<file path="src/hdl/hkrb_pkg.sv">
`timescale 1ns / 1ps
// ----------------------------------------------------------------------------
// hkrb_pkg: shared definitions for the HID keyboard report builder
// Sizes, action codes, state encoding, the decoder result type and the
// key code to HID usage translation table.
// ----------------------------------------------------------------------------
package hkrb_pkg;

  // Number of usage slots that a report fills, and the slot ports present.
  localparam int REPORT_SLOTS = 6;
  localparam int SLOT_PORTS   = 6;

  // Number of HID usages tracked in the pressed map.
  localparam int USAGE_RANGE  = 128;
  localparam int USAGE_W      = $clog2(USAGE_RANGE);
  localparam int SCAN_CNT_W   = $clog2(USAGE_RANGE + 1);
  localparam int SLOT_CNT_W   = $clog2(REPORT_SLOTS + 1);

  // Key codes at or above this limit carry no plain usage.
  localparam int CODE_LIMIT   = 128;
  localparam int CODE_W       = 10;

  // Action codes of a key event.
  localparam logic [1:0] ACT_UP     = 2'd0;
  localparam logic [1:0] ACT_DOWN   = 2'd1;

  // Control sequencer states.
  typedef enum logic [2:0] {
    ST_CLEAR,
    ST_IDLE,
    ST_LOOK,
    ST_SCAN
  } state_t;

  // Result of translating one key code.
  typedef struct packed {
    logic       known;
    logic       is_mod;
    logic [7:0] mod_mask;
    logic [7:0] usage;
  } decode_t;

  // Linux key code to HID usage; zero means no plain usage.
  localparam logic [7:0] USAGE_TABLE [CODE_LIMIT] = '{
    8'h00, 8'h29, 8'h1e, 8'h1f, 8'h20, 8'h21, 8'h22, 8'h23,
    8'h24, 8'h25, 8'h26, 8'h27, 8'h2d, 8'h2e, 8'h2a, 8'h2b,
    8'h14, 8'h1a, 8'h08, 8'h15, 8'h17, 8'h1c, 8'h18, 8'h0c,
    8'h12, 8'h13, 8'h2f, 8'h30, 8'h28, 8'h00, 8'h04, 8'h16,
    8'h07, 8'h09, 8'h0a, 8'h0b, 8'h0d, 8'h0e, 8'h0f, 8'h33,
    8'h34, 8'h35, 8'h00, 8'h31, 8'h1d, 8'h1b, 8'h06, 8'h19,
    8'h05, 8'h11, 8'h10, 8'h36, 8'h37, 8'h38, 8'h00, 8'h55,
    8'h00, 8'h2c, 8'h39, 8'h3a, 8'h3b, 8'h3c, 8'h3d, 8'h3e,
    8'h3f, 8'h40, 8'h41, 8'h42, 8'h43, 8'h53, 8'h47, 8'h5f,
    8'h60, 8'h61, 8'h56, 8'h5c, 8'h5d, 8'h5e, 8'h57, 8'h59,
    8'h5a, 8'h5b, 8'h62, 8'h63, 8'h00, 8'h00, 8'h64, 8'h44,
    8'h45, 8'h00, 8'h00, 8'h00, 8'h00, 8'h00, 8'h00, 8'h00,
    8'h58, 8'h00, 8'h54, 8'h46, 8'h00, 8'h00, 8'h4a, 8'h52,
    8'h4b, 8'h50, 8'h4f, 8'h4d, 8'h51, 8'h4e, 8'h49, 8'h4c,
    8'h00, 8'h00, 8'h00, 8'h00, 8'h00, 8'h00, 8'h00, 8'h48,
    8'h00, 8'h00, 8'h00, 8'h00, 8'h00, 8'h00, 8'h00, 8'h65
  };

endpackage

</file>
<file path="src/hdl/hkrb_ram.sv">
`timescale 1ns / 1ps
// ----------------------------------------------------------------------------
// hkrb_ram: generic single-port-write, single-port-read RAM
// One write and one read per cycle; the read data is registered.
// ----------------------------------------------------------------------------
module hkrb_ram #(
  parameter int WIDTH = 1,
  parameter int DEPTH = 128
) (
  input  logic                     clk,
  input  logic                     we,
  input  logic [$clog2(DEPTH)-1:0] waddr,
  input  logic [WIDTH-1:0]         wdata,
  input  logic [$clog2(DEPTH)-1:0] raddr,
  output logic [WIDTH-1:0]         rdata
);

  logic [WIDTH-1:0] mem [DEPTH];

  // Write port and registered read port.
  always_ff @(posedge clk) begin
    if (we) begin
      mem[waddr] <= wdata;
    end
    rdata <= mem[raddr];
  end

endmodule

</file>
<file path="src/hdl/hkrb_decode.sv">
`timescale 1ns / 1ps
// ----------------------------------------------------------------------------
// hkrb_decode: key code translation
// Maps a Linux key code to either a modifier bit or a HID usage.
// ----------------------------------------------------------------------------
module hkrb_decode (
  input  logic [hkrb_pkg::CODE_W-1:0] key_code,
  output hkrb_pkg::decode_t           dec
);

  logic [7:0] mask;
  logic [7:0] usage;

  // The eight modifier keys each own one bit of the modifier byte.
  always_comb begin
    case (key_code)
      10'd29:  mask = 8'h01;
      10'd42:  mask = 8'h02;
      10'd56:  mask = 8'h04;
      10'd125: mask = 8'h08;
      10'd97:  mask = 8'h10;
      10'd54:  mask = 8'h20;
      10'd100: mask = 8'h40;
      10'd126: mask = 8'h80;
      default: mask = 8'h00;
    endcase
  end

  // Plain usage lookup for codes below the table limit.
  always_comb begin
    if ({22'd0, key_code} < 32'(hkrb_pkg::CODE_LIMIT)) begin
      usage = hkrb_pkg::USAGE_TABLE[key_code[$clog2(hkrb_pkg::CODE_LIMIT)-1:0]];
    end else begin
      usage = 8'h00;
    end
  end

  // A code is known if it is a modifier or has a nonzero usage.
  always_comb begin
    dec.is_mod   = (mask != 8'h00);
    dec.mod_mask = mask;
    dec.usage    = usage;
    dec.known    = (mask != 8'h00) || (usage != 8'h00);
  end

endmodule

</file>
<file path="src/hdl/hid_keyboard_report_builder_top.sv">
`timescale 1ns / 1ps
// ----------------------------------------------------------------------------
// hid_keyboard_report_builder_top: USB HID boot keyboard report builder
// Tracks modifier and pressed-key state and emits one report per known key
// event.
// ----------------------------------------------------------------------------
// After reset the block clears every entry of the pressed-usage memory, with
// busy high. An event is taken when start is high and busy is low. A
// non-key event or an unknown key code is dropped in the look state that
// follows its capture. A known key event updates the state and then scans the
// pressed-usage memory one entry per cycle through its single read port, so
// its report appears as a one-cycle report_valid beat once the scan is done;
// busy falls in that same cycle. The report fields hold their values until
// the next event is processed. report_valid cannot be held off: the receiver
// must take every beat in the cycle it is shown.
// ----------------------------------------------------------------------------
module hid_keyboard_report_builder_top (
  input  logic        clk,
  input  logic        rst,
  input  logic        start,
  output logic        busy,
  input  logic        key_event,
  input  logic [1:0]  action,
  input  logic [9:0]  key_code,
  output logic        report_valid,
  output logic [7:0]  modifiers,
  output logic [7:0]  key_slot_0,
  output logic [7:0]  key_slot_1,
  output logic [7:0]  key_slot_2,
  output logic [7:0]  key_slot_3,
  output logic [7:0]  key_slot_4,
  output logic [7:0]  key_slot_5
);

  localparam int UW = hkrb_pkg::USAGE_W;
  localparam int CW = hkrb_pkg::SCAN_CNT_W;
  localparam int SW = hkrb_pkg::SLOT_CNT_W;

  hkrb_pkg::state_t  state;
  hkrb_pkg::state_t  state_next;
  hkrb_pkg::decode_t dec;

  logic          ev;
  logic [1:0]    act;
  logic [9:0]    code;
  logic [CW-1:0] cnt;
  logic          prev_valid;
  logic [UW-1:0] prev_addr;
  logic [SW-1:0] slot_cnt;
  logic [7:0]    slots [hkrb_pkg::SLOT_PORTS];
  logic [7:0]    mod_reg;

  logic          ram_we;
  logic [UW-1:0] ram_waddr;
  logic          ram_wdata;
  logic          ram_rdata;
  logic          track_write;
  logic          scan_issue;
  logic          scan_done;
  logic          hit;

  // Translation of the latched key code.
  hkrb_decode u_decode (
    .key_code (code),
    .dec      (dec)
  );

  // Pressed-usage bitmap, one bit per usage.
  hkrb_ram #(
    .WIDTH (1),
    .DEPTH (hkrb_pkg::USAGE_RANGE)
  ) u_map (
    .clk   (clk),
    .we    (ram_we),
    .waddr (ram_waddr),
    .wdata (ram_wdata),
    .raddr (cnt[UW-1:0]),
    .rdata (ram_rdata)
  );

  // A key up or down on an in-range usage touches the bitmap.
  assign track_write = !dec.is_mod
                       && ({1'b0, dec.usage} < 9'(hkrb_pkg::USAGE_RANGE))
                       && ((act == hkrb_pkg::ACT_UP) || (act == hkrb_pkg::ACT_DOWN));

  assign scan_issue = (state == hkrb_pkg::ST_SCAN)
                      && (cnt < CW'(hkrb_pkg::USAGE_RANGE));
  assign scan_done  = (state == hkrb_pkg::ST_SCAN)
                      && (cnt == CW'(hkrb_pkg::USAGE_RANGE)) && !prev_valid;
  assign hit        = prev_valid && ram_rdata
                      && (slot_cnt < SW'(hkrb_pkg::REPORT_SLOTS));

  // State register.
  always_ff @(posedge clk) begin
    if (rst) begin
      state <= hkrb_pkg::ST_CLEAR;
    end else begin
      state <= state_next;
    end
  end

  // Next state and memory write control.
  always_comb begin
    state_next = state;
    ram_we     = 1'b0;
    ram_waddr  = dec.usage[UW-1:0];
    ram_wdata  = (act == hkrb_pkg::ACT_DOWN);
    case (state)
      hkrb_pkg::ST_CLEAR: begin
        ram_we    = 1'b1;
        ram_waddr = cnt[UW-1:0];
        ram_wdata = 1'b0;
        if (cnt == CW'(hkrb_pkg::USAGE_RANGE - 1)) begin
          state_next = hkrb_pkg::ST_IDLE;
        end
      end
      hkrb_pkg::ST_IDLE: begin
        if (start) begin
          state_next = hkrb_pkg::ST_LOOK;
        end
      end
      hkrb_pkg::ST_LOOK: begin
        if (ev && dec.known) begin
          ram_we     = track_write;
          state_next = hkrb_pkg::ST_SCAN;
        end else begin
          state_next = hkrb_pkg::ST_IDLE;
        end
      end
      hkrb_pkg::ST_SCAN: begin
        if (scan_done) begin
          state_next = hkrb_pkg::ST_IDLE;
        end
      end
      default: begin
        state_next = hkrb_pkg::ST_IDLE;
      end
    endcase
  end

  assign busy = (state != hkrb_pkg::ST_IDLE);

  // Event capture.
  always_ff @(posedge clk) begin
    if ((state == hkrb_pkg::ST_IDLE) && start) begin
      ev   <= key_event;
      act  <= action;
      code <= key_code;
    end
  end

  // Sweep counter for the clearing pass and the scan, plus the read pipeline.
  always_ff @(posedge clk) begin
    if (rst) begin
      cnt        <= '0;
      prev_valid <= 1'b0;
    end else begin
      prev_valid <= scan_issue;
      if (state == hkrb_pkg::ST_CLEAR) begin
        cnt <= cnt + CW'(1);
      end else if (state == hkrb_pkg::ST_LOOK) begin
        cnt <= '0;
      end else if (scan_issue) begin
        cnt <= cnt + CW'(1);
      end
    end
  end

  always_ff @(posedge clk) begin
    prev_addr <= cnt[UW-1:0];
  end

  // Modifier byte: down sets the bit, up clears it.
  always_ff @(posedge clk) begin
    if (rst) begin
      mod_reg <= 8'h00;
    end else if ((state == hkrb_pkg::ST_LOOK) && ev && dec.is_mod) begin
      if (act == hkrb_pkg::ACT_UP) begin
        mod_reg <= mod_reg & ~dec.mod_mask;
      end else if (act == hkrb_pkg::ACT_DOWN) begin
        mod_reg <= mod_reg | dec.mod_mask;
      end
    end
  end

  // Slot collection: pressed usages land in ascending order.
  always_ff @(posedge clk) begin
    if (rst) begin
      slot_cnt <= '0;
    end else if (state == hkrb_pkg::ST_LOOK) begin
      slot_cnt <= '0;
    end else if (hit) begin
      slot_cnt <= slot_cnt + SW'(1);
    end
  end

  always_ff @(posedge clk) begin
    for (int i = 0; i < hkrb_pkg::SLOT_PORTS; i++) begin
      if (state == hkrb_pkg::ST_LOOK) begin
        slots[i] <= 8'h00;
      end else if (hit && (32'(slot_cnt) == i)) begin
        slots[i] <= 8'(prev_addr);
      end
    end
  end

  // Report strobe, one beat per finished scan.
  always_ff @(posedge clk) begin
    if (rst) begin
      report_valid <= 1'b0;
    end else begin
      report_valid <= scan_done;
    end
  end

  assign modifiers  = mod_reg;
  assign key_slot_0 = slots[0];
  assign key_slot_1 = slots[1];
  assign key_slot_2 = slots[2];
  assign key_slot_3 = slots[3];
  assign key_slot_4 = slots[4];
  assign key_slot_5 = slots[5];

`ifndef SYNTHESIS
  // The report beat lasts exactly one cycle.
  a_strobe_single: assert property (@(posedge clk) disable iff (rst)
    report_valid |=> !report_valid)
    else $error("report_valid held for more than one cycle");

  // A report only follows the end of a scan.
  a_strobe_after_scan: assert property (@(posedge clk) disable iff (rst)
    report_valid |-> $past(state) == hkrb_pkg::ST_SCAN)
    else $error("report emitted outside a scan");

  // The bitmap is only written while clearing or updating.
  a_write_window: assert property (@(posedge clk) disable iff (rst)
    ram_we |-> (state == hkrb_pkg::ST_CLEAR || state == hkrb_pkg::ST_LOOK))
    else $error("bitmap written outside clear or update");

  // The slot count never exceeds the report size.
  a_slot_bound: assert property (@(posedge clk) disable iff (rst)
    slot_cnt <= SW'(hkrb_pkg::REPORT_SLOTS))
    else $error("slot count overflow");

  // No new event is taken while a report is still being built.
  a_no_accept_busy: assert property (@(posedge clk) disable iff (rst)
    (state == hkrb_pkg::ST_SCAN) |-> busy)
    else $error("ready during scan");
`endif

endmodule

</file>
<file path="config.mk">
export PLATFORM = sky130hd
export DESIGN_NAME = hid_keyboard_report_builder_top
export DESIGN_NICKNAME = d
export VERILOG_FILES = /design/src/hdl/hkrb_pkg.sv /design/src/hdl/hkrb_ram.sv /design/src/hdl/hkrb_decode.sv /design/src/hdl/hid_keyboard_report_builder_top.sv
export SDC_FILE = /design/constraint.sdc
export NUM_CORES = 1
export LEC_CHECK = 0
export ABC_CLOCK_PERIOD_IN_PS = 9300
export BUFFER_PORTS_ARGS = -buffer_cell sky130_fd_sc_hd__buf_2
export CAP_MARGIN = 20
export CORE_MARGIN = 10
export CORE_UTILIZATION = 54
export CTS_BUF_LIST = sky130_fd_sc_hd__clkbuf_8
export DETAILED_ROUTE_END_ITERATION = 8
export PLACE_DENSITY = 0.72
export RECOVER_POWER = 50
export REMOVE_ABC_BUFFERS = 1
export SYNTH_ARGS = -nofsm -noshare
export SYNTH_HDL_FRONTEND = slang
export SYNTH_SLANG_ARGS = --single-unit
</file>
<file path="constraint.sdc">
create_clock -name clk -period 9.3 [get_ports clk]
set_clock_uncertainty 0.15 [all_clocks]
set_input_delay 1.86 -clock clk [delete_from_list [all_inputs] [get_ports clk]]
set_output_delay 1.86 -clock clk [all_outputs]
set_load 0.05 [all_outputs]
</file>
==> flow_summary.ini <==
[power_and_ir_drop]
internal_power_mw = 1.56
power.density_nw_per_um2 = 177
ir_worst_vdd_v = 0.000123
power.switching_fraction = 0.256
p_comb_frac = 0.125
p_sw_uw = 539
p_leak_nw = 4.01
seqPwrFrac = 0.515
clock_power_share = 0.361

[setup_path]
reg2regPathDepth = 5
critPathArrivalTime_ns = 5.21
worst_setup_path_end_kind = flop
reg2reg_from = state[0]
critPathSlowestCell = sky130_fd_sc_hd__clkbuf_1
critical_path_peak_fanout = 80
path_class = reg -> reg
sequence_of_cells_on_the_critical_path = inv_1 > ha_1 > nor3b_1 > clkbuf_1 > clkbuf_1
cpPeakStageDelay_ns = 2.14
worstSetupStartpointType = flop
timing.rr.end = u_map.mem[12]
regToRegSetupSlack_ns = 3.84
worstPathRequired_ns = 9.04
path_common_cell = sky130_fd_sc_hd__clkbuf_1

[place]
port-buffer-count = 67
dp_hpwl_mm = 15.5
placedInstanceArea_um2 = 11200
gp_congestion = 0.938

[logic_synthesis]
netlist.area_leader.share = 0.505
netlist_area_pre_place_um2 = 10900
ys_top_cells_by_area = sky130_fd_sc_hd__edfxtp_1 (50%), sky130_fd_sc_hd__mux4_2 (8.3%), sky130_fd_sc_hd__nor2_1 (5.9%)
synthMostInstantiatedCell = sky130_fd_sc_hd__edfxtp_1
synth.yosys.seq_area_share = 0.562
synth_edf_count = 183
synth_warnings = 0
async_flop_share = 0
synthDominantAreaCellType = sky130_fd_sc_hd__edfxtp_1
synth_top_cells_by_count = sky130_fd_sc_hd__edfxtp_1 (183), sky130_fd_sc_hd__nor2_1 (171), sky130_fd_sc_hd__mux4_2 (40), sky130_fd_sc_hd__nand2_1 (37), sky130_fd_sc_hd__dfxtp_1 (31)
synthDistinctLibCells = 94
ys_seq_elements = 214
average_instance_area_after_synthesis_um2 = 12.1
synthesis.instances = 897
dominant_synthesized_flop_cell = sky130_fd_sc_hd__edfxtp_1

[clock_network]
cts.root.buffer_cell = sky130_fd_sc_hd__clkbuf_8
clkSlewWorstSetupHoldPaths_ns = 0.06
cts_buffer_depth = 3
cts_tree = built
cts_inserted_buffers = 36
postCtsHoldBufs = 0
post_cts_buffers = 0
h-tree-depth = 2
cts.repair.resized = 0
worstSkewPairLatency_ns = 0.51
clock_sinks = 214

[timing]
min_period_over_period = 0.588
final-hold-violation-count = 0
maxSlewViolCount = 212
final.min_clock_period_ns = 5.46
finalSetupTns_ns = 0
max_freq_mhz = 183
rsz0062_at_grt = false
normalized_max_slew_margin = -1.14
worst-slew-pin-transition_ns = 3.22
setup_viol = 0

[final_layout]
syn2layout_area_growth_pct = 9.02
diodes = 0
post_route_cells_drive_above_1_share = 0.199
layout.cell_area.non_filler_um2 = 11900
nets = 978

[hold_path]
hold_class = reg -> reg
worstHoldPathCells = 2

[detailed_routing]
vias = 7363
detail_route.iter0.violations = 840
routedWlPerCell_um = 20.1
wl_final_mm = 24.8
detail_route.first_pass.iterations = 7
antenna_violating_nets_remaining = 0
drc_errors = 0
post_drt_via_cell_ratio = 5.98

[die]
placement_rows = 51
floorplan.core_area_um2 = 19700
die_w_um = 162
top_level_ports = 74
die-area_um2 = 26200
initial_cell_density_of_the_core = 0.554
dieHeight_um = 162

[status]
status = finished, violations left
violations = capacitance limit, slew limit

[global_routing]
grt_start_max_net_pins = 129
global_route_wire_length_before_repair_mm = 38.9
number_of_antenna_violations_at_the_first_check_in_global_routing = 0
vias_in_the_first_global_route = 7111
globalRouteOverflowTotal = 0
grt_use_total = 0.183

[flow_run]
cap_viol_max_count = 4
## per-stage QoR
stage	power [mW]	setup slack, ns	util	std cells	hold WS (ns)
2_1_floorplan	1.28	1.90	-	829	0.278
3_3_place_gp	1.36	5.29	0.572	1169	0.313
3_5_place_dp	1.36	5.25	0.572	1169	0.336
4_1_cts	2.12	5.20	0.605	1230	0.346
5_1_grt	2.18	3.36	0.604	1231	0.373
6_report	2.10	3.84	0.604	1231	0.341
## layout make-up
cell class	count	area, um^2
Clock buffer	38	523
Sequential cell	214	6120
Inverter	21	78.8
Timing Repair Buffer	76	387
Multi-Input combinational cell	594	4310
Fill cell	1633	7780
Clock inverter	23	123
Tap cell	265	332
## cells in the final DEF (no fill, tap or decap), drive strengths merged, types with 8 or more instances in the layout
cell type and count:
and3 21, nand3 20, a21oi 27, clkbuf 43
nand2b 18, nand4 23, nor2 172, nand2 38
o21ai 20, edfxtp 183, nor2b 13, inv 29
nor3 9, mux2i 12, dfxtp 31, buf 71
and2 24, clkinv 13, ha 19, mux4 40
a211oi 14, or4 8
## registers in the layout, indices dropped and copies added, names as in the netlist, named ones only
| register | cells |
|---|---|
| prev_valid | 1 |
| state | 2 |
| prev_addr | 7 |
| act | 2 |
| slot_cnt | 3 |
| slots | 42 |
| report_valid | 1 |
| ev | 1 |
| code | 10 |
| cnt | 8 |
| u_map.rdata | 1 |
| u_map.mem | 128 |
## metal layers
metal,vias to the layer above,wire [um],track usage
li1,3433,-,-
met1,3542,10600,0.255
met2,329,11100,0.274
met3,59,2380,0.0447
met4,0,706,0.0653
met5,-,0,0
## power by group through the flow
stage	sequential, mW	combinational, mW	clock (mW)
global route	1.08	0.281	0.816
CTS	1.08	0.256	0.779
floorplan	1.10	0.175	0
detailed placement	1.10	0.254	0
global placement	1.10	0.255	0
finish	1.08	0.262	0.759
## worst max-delay path by stage
stage | from | endpoint | cells after the start | slack, ns
floorplan | state[0] | u_map.mem[0] | 3 | 1.90
global placement | code[1] | u_map.mem[101] | 9 | 5.29
detailed placement | code[1] | u_map.mem[62] | 9 | 5.25
CTS | code[1] | u_map.mem[116] | 9 | 5.20
global route | state[0] | u_map.mem[102] | 5 | 3.36
finish | state[0] | u_map.mem[12] | 5 | 3.84
## worst max-delay path: cells and delay by family, from the launching register on
family	cells	cell delay, ns
buffers and inverters	3	3.54
adder cells (fa/ha/maj)	1	0.42
AND/OR/NAND/NOR	1	0.27
flip-flops	1	0.39
## cell families after synthesis
kind of cell    share of synthesized area
buf+inv                            0.0441
flops                               0.562
mux                                0.0996
fa+ha+maj                          0.0218
xor+xnor                          0.00402
other cells                      0.000344
simple gates                        0.176
compound gates                     0.0926
Note: power is estimated with default switching activity, not from simulation.
